**src/hdl/rau_pkg.sv**
```systemverilog
// Shared constants for the rational arithmetic unit.
`timescale 1ns / 1ps
package rau_pkg;
  localparam int OPERAND_BITS_DEF = 32;
  localparam int MAG_W  = 64;
  localparam int WIDE_W = 65;

  localparam logic [1:0] KIND_ADD = 2'd0;
  localparam logic [1:0] KIND_SUB = 2'd1;
  localparam logic [1:0] KIND_MUL = 2'd2;
  localparam logic [1:0] KIND_DIV = 2'd3;

  localparam logic [1:0] ST_OK       = 2'd0;
  localparam logic [1:0] ST_ZERO_DEN = 2'd1;
  localparam logic [1:0] ST_DIV_ZERO = 2'd2;
  localparam logic [1:0] ST_OVERFLOW = 2'd3;
endpackage

```
**src/hdl/rational_arithmetic_unit_core.sv**
```systemverilog
// Rational arithmetic unit: signed fractions, add/sub/mul/div, gcd-reduced result.
// Every division runs on the shared divider, which produces 65 quotient bits;
//   each Euclid step is one division, and a zero-denominator or divide-by-zero
//   item finishes without a division.
// Throughput: one item at a time; busy stays high until done pulses.
// Reset: synchronous active-high rst returns the sequencer to idle.
// Results appear for one cycle with done; the receiver cannot stall.
`timescale 1ns / 1ps
module rational_arithmetic_unit_core #(
  parameter int OPERAND_BITS = rau_pkg::OPERAND_BITS_DEF
) (
  input  logic        clk,
  input  logic        rst,
  input  logic        start,
  output logic        busy,
  input  logic [1:0]  kind,
  input  logic [31:0] a_num,
  input  logic [31:0] a_den,
  input  logic        a_neg,
  input  logic [31:0] b_num,
  input  logic [31:0] b_den,
  input  logic        b_neg,
  output logic        done,
  output logic [63:0] res_num,
  output logic [63:0] res_den,
  output logic        res_neg,
  output logic [1:0]  status
);
  import rau_pkg::*;

  localparam int P = OPERAND_BITS;

  localparam logic [4:0] S_IDLE  = 5'd0;
  localparam logic [4:0] S_MULA  = 5'd1;
  localparam logic [4:0] S_MULB  = 5'd2;
  localparam logic [4:0] S_GCD   = 5'd3;
  localparam logic [4:0] S_GSTEP = 5'd4;
  localparam logic [4:0] S_DWAIT = 5'd5;
  localparam logic [4:0] S_G1    = 5'd6;
  localparam logic [4:0] S_A1    = 5'd7;
  localparam logic [4:0] S_A2    = 5'd8;
  localparam logic [4:0] S_A3    = 5'd9;
  localparam logic [4:0] S_A4    = 5'd10;
  localparam logic [4:0] S_A5    = 5'd11;
  localparam logic [4:0] S_A6    = 5'd12;
  localparam logic [4:0] S_RED   = 5'd13;
  localparam logic [4:0] S_R1    = 5'd14;
  localparam logic [4:0] S_R2    = 5'd15;
  localparam logic [4:0] S_R3    = 5'd16;
  localparam logic [4:0] S_R4    = 5'd17;

  logic [4:0]        state, ret, gret;
  logic [1:0]        op;
  logic [P-1:0]      an, ad, bn, bd, fa, fb;
  logic              as, bs;
  logic [MAG_W-1:0]  gx, gy, la, lb, dreg, g;
  logic [WIDE_W-1:0] nreg;
  logic              nneg;

  logic              div_start, div_done;
  logic [WIDE_W-1:0] dvd, div_q;
  logic [MAG_W-1:0]  dvs, div_r;

  logic [P-1:0]      mul_a, mul_b;
  logic [2*P-1:0]    prod;
  logic [MAG_W-1:0]  prod64;

  logic [P-1:0]      in_an, in_ad, in_bn, in_bd;
  logic              sub_bs;

  assign in_an = a_num[P-1:0];
  assign in_ad = a_den[P-1:0];
  assign in_bn = b_num[P-1:0];
  assign in_bd = b_den[P-1:0];
  assign busy  = state != S_IDLE;
  assign sub_bs = (op == KIND_SUB) ? !bs : bs;

  rau_div u_div (
    .clk       (clk),
    .rst       (rst),
    .start     (div_start),
    .dividend  (dvd),
    .divisor   (dvs),
    .done      (div_done),
    .quotient  (div_q),
    .remainder (div_r)
  );

  always_comb begin
    mul_a = an;
    mul_b = bn;
    case (state)
      S_MULA: begin
        mul_a = an;
        mul_b = (op == KIND_MUL) ? bn : bd;
      end
      S_MULB: begin
        mul_a = ad;
        mul_b = (op == KIND_MUL) ? bd : bn;
      end
      S_A3: begin
        mul_a = an;
        mul_b = fa;
      end
      S_A4: begin
        mul_a = bn;
        mul_b = fb;
      end
      S_A5: begin
        mul_a = fb;
        mul_b = bd;
      end
      default: begin
        mul_a = an;
        mul_b = bn;
      end
    endcase
  end

  assign prod   = mul_a * mul_b;
  assign prod64 = MAG_W'(prod);

  always_ff @(posedge clk) begin
    if (rst) begin
      state     <= S_IDLE;
      done      <= 1'b0;
      div_start <= 1'b0;
    end else begin
      done      <= 1'b0;
      div_start <= 1'b0;
      case (state)
        S_IDLE: begin
          if (start) begin
            op <= kind;
            an <= in_an;
            ad <= in_ad;
            bn <= in_bn;
            bd <= in_bd;
            as <= a_neg;
            bs <= b_neg;
            if (in_ad == '0 || in_bd == '0) begin
              res_num <= '0;
              res_den <= '0;
              res_neg <= 1'b0;
              status  <= ST_ZERO_DEN;
              done    <= 1'b1;
            end else if (kind == KIND_DIV && in_bn == '0) begin
              res_num <= '0;
              res_den <= '0;
              res_neg <= 1'b0;
              status  <= ST_DIV_ZERO;
              done    <= 1'b1;
            end else if (kind == KIND_MUL || kind == KIND_DIV) begin
              state <= S_MULA;
            end else begin
              gx    <= MAG_W'(in_ad);
              gy    <= MAG_W'(in_bd);
              gret  <= S_G1;
              state <= S_GCD;
            end
          end
        end
        S_MULA: begin
          nreg  <= WIDE_W'(prod64);
          nneg  <= as ^ bs;
          state <= S_MULB;
        end
        S_MULB: begin
          dreg  <= prod64;
          state <= S_RED;
        end
        S_GCD: begin
          if (gy == '0) begin
            g     <= gx;
            state <= gret;
          end else begin
            dvd       <= WIDE_W'(gx);
            dvs       <= gy;
            div_start <= 1'b1;
            ret       <= S_GSTEP;
            state     <= S_DWAIT;
          end
        end
        S_GSTEP: begin
          gx    <= gy;
          gy    <= div_r;
          state <= S_GCD;
        end
        S_DWAIT: begin
          if (div_done) begin
            state <= ret;
          end
        end
        S_G1: begin
          dvd       <= WIDE_W'(bd);
          dvs       <= g;
          div_start <= 1'b1;
          ret       <= S_A1;
          state     <= S_DWAIT;
        end
        S_A1: begin
          fa        <= div_q[P-1:0];
          dvd       <= WIDE_W'(ad);
          dvs       <= g;
          div_start <= 1'b1;
          ret       <= S_A2;
          state     <= S_DWAIT;
        end
        S_A2: begin
          fb    <= div_q[P-1:0];
          state <= S_A3;
        end
        S_A3: begin
          la    <= prod64;
          state <= S_A4;
        end
        S_A4: begin
          lb    <= prod64;
          state <= S_A5;
        end
        S_A5: begin
          dreg  <= prod64;
          state <= S_A6;
        end
        S_A6: begin
          // signed combine, one carry bit on a like-sign sum
          if (as == sub_bs) begin
            nreg <= {1'b0, la} + {1'b0, lb};
            nneg <= as;
          end else if (la >= lb) begin
            nreg <= {1'b0, la - lb};
            nneg <= as;
          end else begin
            nreg <= {1'b0, lb - la};
            nneg <= sub_bs;
          end
          state <= S_RED;
        end
        S_RED: begin
          if (nreg == '0) begin
            res_num <= '0;
            res_den <= 64'd1;
            res_neg <= 1'b0;
            status  <= ST_OK;
            done    <= 1'b1;
            state   <= S_IDLE;
          end else begin
            dvd       <= nreg;
            dvs       <= dreg;
            div_start <= 1'b1;
            ret       <= S_R1;
            state     <= S_DWAIT;
          end
        end
        S_R1: begin
          gx    <= dreg;
          gy    <= div_r;
          gret  <= S_R2;
          state <= S_GCD;
        end
        S_R2: begin
          if (nreg[WIDE_W-1] && g < 64'd2) begin
            res_num <= '0;
            res_den <= '0;
            res_neg <= 1'b0;
            status  <= ST_OVERFLOW;
            done    <= 1'b1;
            state   <= S_IDLE;
          end else begin
            dvd       <= nreg;
            dvs       <= g;
            div_start <= 1'b1;
            ret       <= S_R3;
            state     <= S_DWAIT;
          end
        end
        S_R3: begin
          res_num   <= div_q[MAG_W-1:0];
          dvd       <= WIDE_W'(dreg);
          dvs       <= g;
          div_start <= 1'b1;
          ret       <= S_R4;
          state     <= S_DWAIT;
        end
        S_R4: begin
          res_den <= div_q[MAG_W-1:0];
          res_neg <= nneg;
          status  <= ST_OK;
          done    <= 1'b1;
          state   <= S_IDLE;
        end
        default: begin
          state <= S_IDLE;
        end
      endcase
    end
  end
endmodule

```
**src/hdl/rau_div.sv**
```systemverilog
// Restoring divider, one quotient bit per cycle, 65-bit dividend.
`timescale 1ns / 1ps
module rau_div (
  input  logic                       clk,
  input  logic                       rst,
  input  logic                       start,
  input  logic [rau_pkg::WIDE_W-1:0] dividend,
  input  logic [rau_pkg::MAG_W-1:0]  divisor,
  output logic                       done,
  output logic [rau_pkg::WIDE_W-1:0] quotient,
  output logic [rau_pkg::MAG_W-1:0]  remainder
);
  import rau_pkg::*;

  localparam logic [6:0] LAST = 7'(WIDE_W - 1);

  logic              run;
  logic [6:0]        cnt;
  logic [MAG_W-1:0]  dvs;
  logic [WIDE_W-1:0] trial;
  logic              fits;

  assign trial = {remainder, quotient[WIDE_W-1]};
  assign fits  = trial >= {1'b0, dvs};

  always_ff @(posedge clk) begin
    if (rst) begin
      run  <= 1'b0;
      done <= 1'b0;
      cnt  <= '0;
    end else begin
      done <= 1'b0;
      if (start) begin
        run       <= 1'b1;
        cnt       <= '0;
        dvs       <= divisor;
        quotient  <= dividend;
        remainder <= '0;
      end else if (run) begin
        remainder <= fits ? MAG_W'(trial - {1'b0, dvs}) : trial[MAG_W-1:0];
        quotient  <= {quotient[WIDE_W-2:0], fits};
        cnt       <= cnt + 7'd1;
        if (cnt == LAST) begin
          run  <= 1'b0;
          done <= 1'b1;
        end
      end
    end
  end
endmodule

```
**config.mk**
```make
export PLATFORM = sky130hd
export DESIGN_NAME = rational_arithmetic_unit_core
export DESIGN_NICKNAME = d
export VERILOG_FILES = /design/src/hdl/rau_pkg.sv /design/src/hdl/rational_arithmetic_unit_core.sv /design/src/hdl/rau_div.sv
export SDC_FILE = /design/constraint.sdc
export NUM_CORES = 2
export LEC_CHECK = 0
export ABC_AREA = 1
export BUFFER_PORTS_ARGS = -buffer_cell sky130_fd_sc_hd__clkbuf_2
export CORE_ASPECT_RATIO = 0.75
export CORE_MARGIN = 3
export CORE_UTILIZATION = 48
export DETAILED_ROUTE_END_ITERATION = 7
export PLACE_DENSITY = 0.68
export SYNTH_ARGS = -nofsm -noshare
export SYNTH_HDL_FRONTEND = slang
export SYNTH_HIERARCHICAL = 1
export SYNTH_SLANG_ARGS = --single-unit
```
**constraint.sdc**
```tcl
create_clock -name clk -period 21.2 [get_ports clk]
set_clock_uncertainty 0.1 [all_clocks]
set_input_delay 1.06 -clock clk [delete_from_list [all_inputs] [get_ports clk]]
set_output_delay 1.06 -clock clk [all_outputs]
set_load 0.1 [all_outputs]
```
; Word level (Yosys, flattened, before mapping)
; Cells that the tools add are included.
[totals]
ff_bits = 1125
in_bits = 135
word_cells = 210
[op_classes]
addsub = 5
multipliers = 1
n_lt_le_gt_ge = 3
eq_ne = 34
n_mux = 85
n_bitwise = 3
reduce_logical = 45
[ops]
columns = operator, count
row1 = 64-bit 2-to-1 mux, 20
row2 = 64-bit one-hot mux with 4 select lines, 3
row3 = 65-bit 2-to-1 mux, 6
row4 = 65-bit one-hot mux with 6 select lines, 1
row5 = 64-bit one-hot mux with 3 select lines, 1
row6 = 64-bit subtractor, 3
row7 = 32-bit one-hot mux with 5 select lines, 1
row8 = 65-bit one-hot mux with 2 select lines, 1
row9 = 64-bit one-hot mux with 2 select lines, 1
row10 = 32-bit logical NOT, 3
row11 = 32-bit one-hot mux with 3 select lines, 1
row12 = 64-bit by 64-bit adder with 65-bit output, 1
row13 = 65-bit by 64-bit >= comparator with 1-bit output, 1
row14 = 65-bit logical NOT, 1
row15 = 5-bit one-hot mux with 13 select lines, 1
row16 = 64-bit >= comparator, 1
row17 = 64-bit logical NOT, 1
row18 = "64-bit by 2-bit < comparator with 1-bit output, second input constant", 1
row19 = 32-bit by 32-bit multiplier with 64-bit output, 1
row20 = 32-bit 2-to-1 mux, 2
row21 = 5-bit 2-to-1 mux, 12
row22 = "5-bit by 4-bit == test with 1-bit output, second input constant", 8
row23 = 5-bit one-hot mux with 6 select lines, 1
row24 = 6-bit AND reduction, 5
row25 = other kinds (36), 99

; Depth between registers and ports, before layout
[depth]
depth_word = 7
ltp_mapped = 45
mapped_depth_nobuf = 43

; Cells and area by module
; Netlist, hierarchy kept.
[modules_own_cells]
columns = module, instances, cells_per_inst, area_each_um2, seq_area_each_um2
row1 = rational_arithmetic_unit_core, 1, 10842, 88023.2, 27526.4
row2 = rau_div, 1, 2170, 14680.3, 5975.7

; Worst setup path after synthesis
; Ideal clock, no wire load.
[synth_timing]
path_type = register -> register
start = reg state[0]
end = reg ad[0] (enable)
setup_time_ps = 784
arrival_ps = 10431
path_slack_ps = 9885
path_stages_with_launch = 6
period_less_slack_ps = 11315
cell_sequence = dfxtp_1 > nor2_1 > nand2_1 > nor2_1 > inv_1 > nor3_1
[synth_between]
elab_chain_cells = 2
[synth_lines]
columns = item, line
row1 = from (decl), rational_arithmetic_unit_core.sv:52  ; logic [4:0] state, ret, gret;
row2 = from (signal assigned), rational_arithmetic_unit_core.sv:175  ; state <= gret;
row3 = from (signal assigned), rational_arithmetic_unit_core.sv:191  ; state <= ret;
row4 = 5-bit logical NOT, rational_arithmetic_unit_core.sv:131  ; case (state)
row5 = 3-bit AND reduction (no line), --
row6 = to (signal assigned), rational_arithmetic_unit_core.sv:136  ; ad <= in_ad;
row7 = to (decl), rational_arithmetic_unit_core.sv:54  ; logic [P-1:0] an, ad, bn, bd, fa, fb;
; No other way between the ends.
; A chain may end at the register's enable or synchronous reset.

; Worst setup path after layout
[layout_timing]
start = reg state[4]
end = reg lb[59], data pin
[layout_between]
elab_chain_cells = 3
[layout_lines]
columns = item, line
row1 = "5-bit by 4-bit == test with 1-bit output, or another cell as far along", rational_arithmetic_unit_core.sv:92  ; case (state)
row2 = 32-bit one-hot mux with 5 select lines / 32-bit one-hot mux with 3 select lines (equally long branches), rational_arithmetic_unit_core.sv:92
row3 = 32-bit by 32-bit multiplier with 64-bit output (*), rational_arithmetic_unit_core.sv:120  ; assign prod = mul_a * mul_b;
row4 = via prod[59], rational_arithmetic_unit_core.sv:65  ; logic [2*P-1:0] prod;
row5 = to (signal assigned), rational_arithmetic_unit_core.sv:218  ; lb <= prod64;
row6 = to (decl), rational_arithmetic_unit_core.sv:56  ; logic [MAG_W-1:0] gx, gy, la, lb, dreg, g;
; The timed path passes the listed nets; every way through them passes the cells marked *.

==> metrics.csv <==
metric,value,unit
synth_edf_count,1105,
dp_cells,15799,
drc,3,
rsz0062_at_grt,no,
cap_violations,0,
slew_headroom,16.26,%
yosys.area.top_type_share,32.31,%
violations,DRC,
seq_area_frac_synth,32.62,%
ctsHoldBuffers,0,
avgSynthCellArea,7.893,µm²
yosys-top-cells-count,"3,833 x nand2_1, 2,661 x inv_1, 1,549 x nor2_1, 1,105 x edfxtp_1, 900 x fa_1",
ys_top_cells_by_area,"edfxtp_1 32%, fa_1 18%, nand2_1 14%, inv_1 9.7%, ha_1 6.3%",
worstSetupPathType,reg2reg,
reg2reg_depth,36,
cts_made_buffers,112,
post_cts_buffers,0,
overflow,0,
io_buffers,267,
cts-htree-levels,3,
fp.dieW,540.1,µm
clockRootBuffer,clkbuf_16,
antenna_left,0,
outcome,"finished, violations left",
stdcell_count,16024,
startpoint_type,flop,
path_clk_slew,80,ps
synth_most_common_cell,nand2_1,
vias,91425,
syn_nets,14567,
ios,268,
synth.distinct_cells,56,
r2r-end,lb[59],
timing.final.hold_violations,0,
layout-drive-gt1-share,5.630,%
synthCells,13012,
yosysTopAreaCell,edfxtp_1,
ys_ff_latch,1121,
critPathMaxFanout,44,
drt-wirelength-per-cell,26.84,µm
vias_per_cell,5.706,
cts_resized,0,
yosys_warnings,6,
cp_slowest_cell,a21oi_1,
postSynth.asyncResetShare,0,%
fmax,0.08014,GHz
fillCellCount,20618,
worst_slew_pin_slew,1255,ps
drtIter0Drc,13210,
syn2layout_area_growth,7.713,%
holdCritStartpoint,dvs[41],
grt_pass1_vias,84463,
synth_area,102700,µm²
rrSetupSlack,8720,ps
grt_pass1_wl,604800,µm
core_area,211900,µm²
die_y,406.6,µm
cp_data_arrival_time,12860,ps
hold_path_class,reg2reg,
nets,14656,
cp-end-kind,flop,
track_usage,38.30,%
cts_tree,done,
finalSetupViolCount,0,
drtPass1Iterations,8,
yosys_most_used_dff,edfxtp_1,
wl,430100,µm
start_util,48.47,%
routabilityCongestion,1.079,
crit_required,21590,ps
min_path_cells,0,
dp_hpwl,346400,µm
timing.rr.start,state[4],
min_period_over_period,58.86,%
min_period,12480,ps
finalSetupTns,0,ps
cpMostUsedCell,fa_1,
cpPeakStageDelay,900,ps
die-area,219600,µm²
drv_slew,0,
clk_latency,790,ps
grt_max_degree,78,
min_to,u_div/dvs[41],
grt_antenna_before_repair,24,
numClockSinks,1121,
placementRows,146,
clockBufferDepth,3,
[critical path: cells and delay by family, from the launching register on]
kind | cells | cell delay (ps)
compound gates | 5 | 1830
fa+ha+maj | 9 | 4560
buf+inv | 12 | 2210
flops | 1 | 370
simple gates | 10 | 3000
[metal layers]
| layer | GRT usage [%] | wire (µm) | vias up |
|---|---|---|---|
| li1 | - | - | 40192 |
| met1 | 55.77 | 177600 | 44079 |
| met2 | 51.76 | 168100 | 6281 |
| met3 | 14.33 | 66970 | 855 |
| met4 | 13.15 | 17150 | 18 |
| met5 | 0.3962 | 212 | - |
[cells by family (layout without fill, tap and decap cells)]
family,count (synthesis),after routing,share of synthesized area [%]
AOI/OAI and AO/OA,1060,1060,6.356
buffers and inverters,3155,3340,12.03
xor gates and xnor gates,178,178,1.518
and+or+nand+nor,6078,6078,23.60
adders and majority gates,1420,1420,23.88
DFF,1121,1121,32.62
other,0,15,0
[through the flow]
| step | hold slack, ps | util [%] | worst slack [ps] | area (µm²) |
|---|---|---|---|---|
| after floorplan | 300.3 | - | 9885 | 102700 |
| after global placement | 300.6 | 50.42 | 9438 | 106800 |
| after detailed placement | 304.5 | 50.42 | 9202 | 106800 |
| after CTS | 243.2 | 52.19 | 9096 | 110600 |
| after global routing | 256.8 | 52.19 | 8375 | 110600 |
| final | 248.2 | 52.21 | 8721 | 110600 |
[placed cells by master (no fill, tap or decap), types with 54 or more instances in the layout]
| master | count |
|---|---|
| a21oi_1 | 308 |
| a22oi_1 | 93 |
| buf_4 | 148 |
| clkbuf_16 | 112 |
| clkbuf_2 | 267 |
| edfxtp_1 | 1105 |
| fa_1 | 900 |
| ha_1 | 520 |
| inv_1 | 2660 |
| nand2_1 | 3829 |
| nand3_1 | 308 |
| nand3b_1 | 65 |
| nand4_1 | 105 |
| nor2_1 | 1533 |
| nor3_1 | 80 |
| nor4_1 | 54 |
| o21ai_0 | 284 |
| xor2_1 | 138 |
[worst max path at each step]
| stage | endpoint | depth (start not counted) | from |
|---|---|---|---|
| 3_3_place_gp | la[59] | 36 | state[4] |
| 4_1_cts | lb[59] | 36 | state[4] |
| 3_5_place_dp | dreg[59] | 36 | state[4] |
| 6_report | lb[59] | 36 | state[4] |
| 2_1_floorplan | ad[0] | 5 | state[0] |
| 5_1_grt | lb[59] | 36 | state[4] |
[layout make-up]
class / instances / area [µm²] / share of cell area [%]
multi-input combinational: 8736 / 57170 / 51.68
sequential: 1121 / 33500 / 30.29
inverter: 2715 / 10190 / 9.216
tap: 2812 / 3518 / 3.180
clock buffer: 135 / 2919 / 2.639
timing repair buffer: 415 / 2447 / 2.212
clock inverter: 75 / 829.5 / 0.7499
antenna: 15 / 37.54 / 0.03393
[sequential cells by signal, summed over array words and instances (netlist names), 64 cells and up]
name / cells
dvd: 65
nreg: 65
u_div/quotient: 65
dreg: 64
dvs: 64
g: 64
gx: 64
gy: 64
la: 64
lb: 64
res_den: 64
res_num: 64
u_div/dvs: 64
u_div/remainder: 64
Power is not shown: default switching activity piles up to over one toggle a cycle in this logic, so the estimate is an artifact.
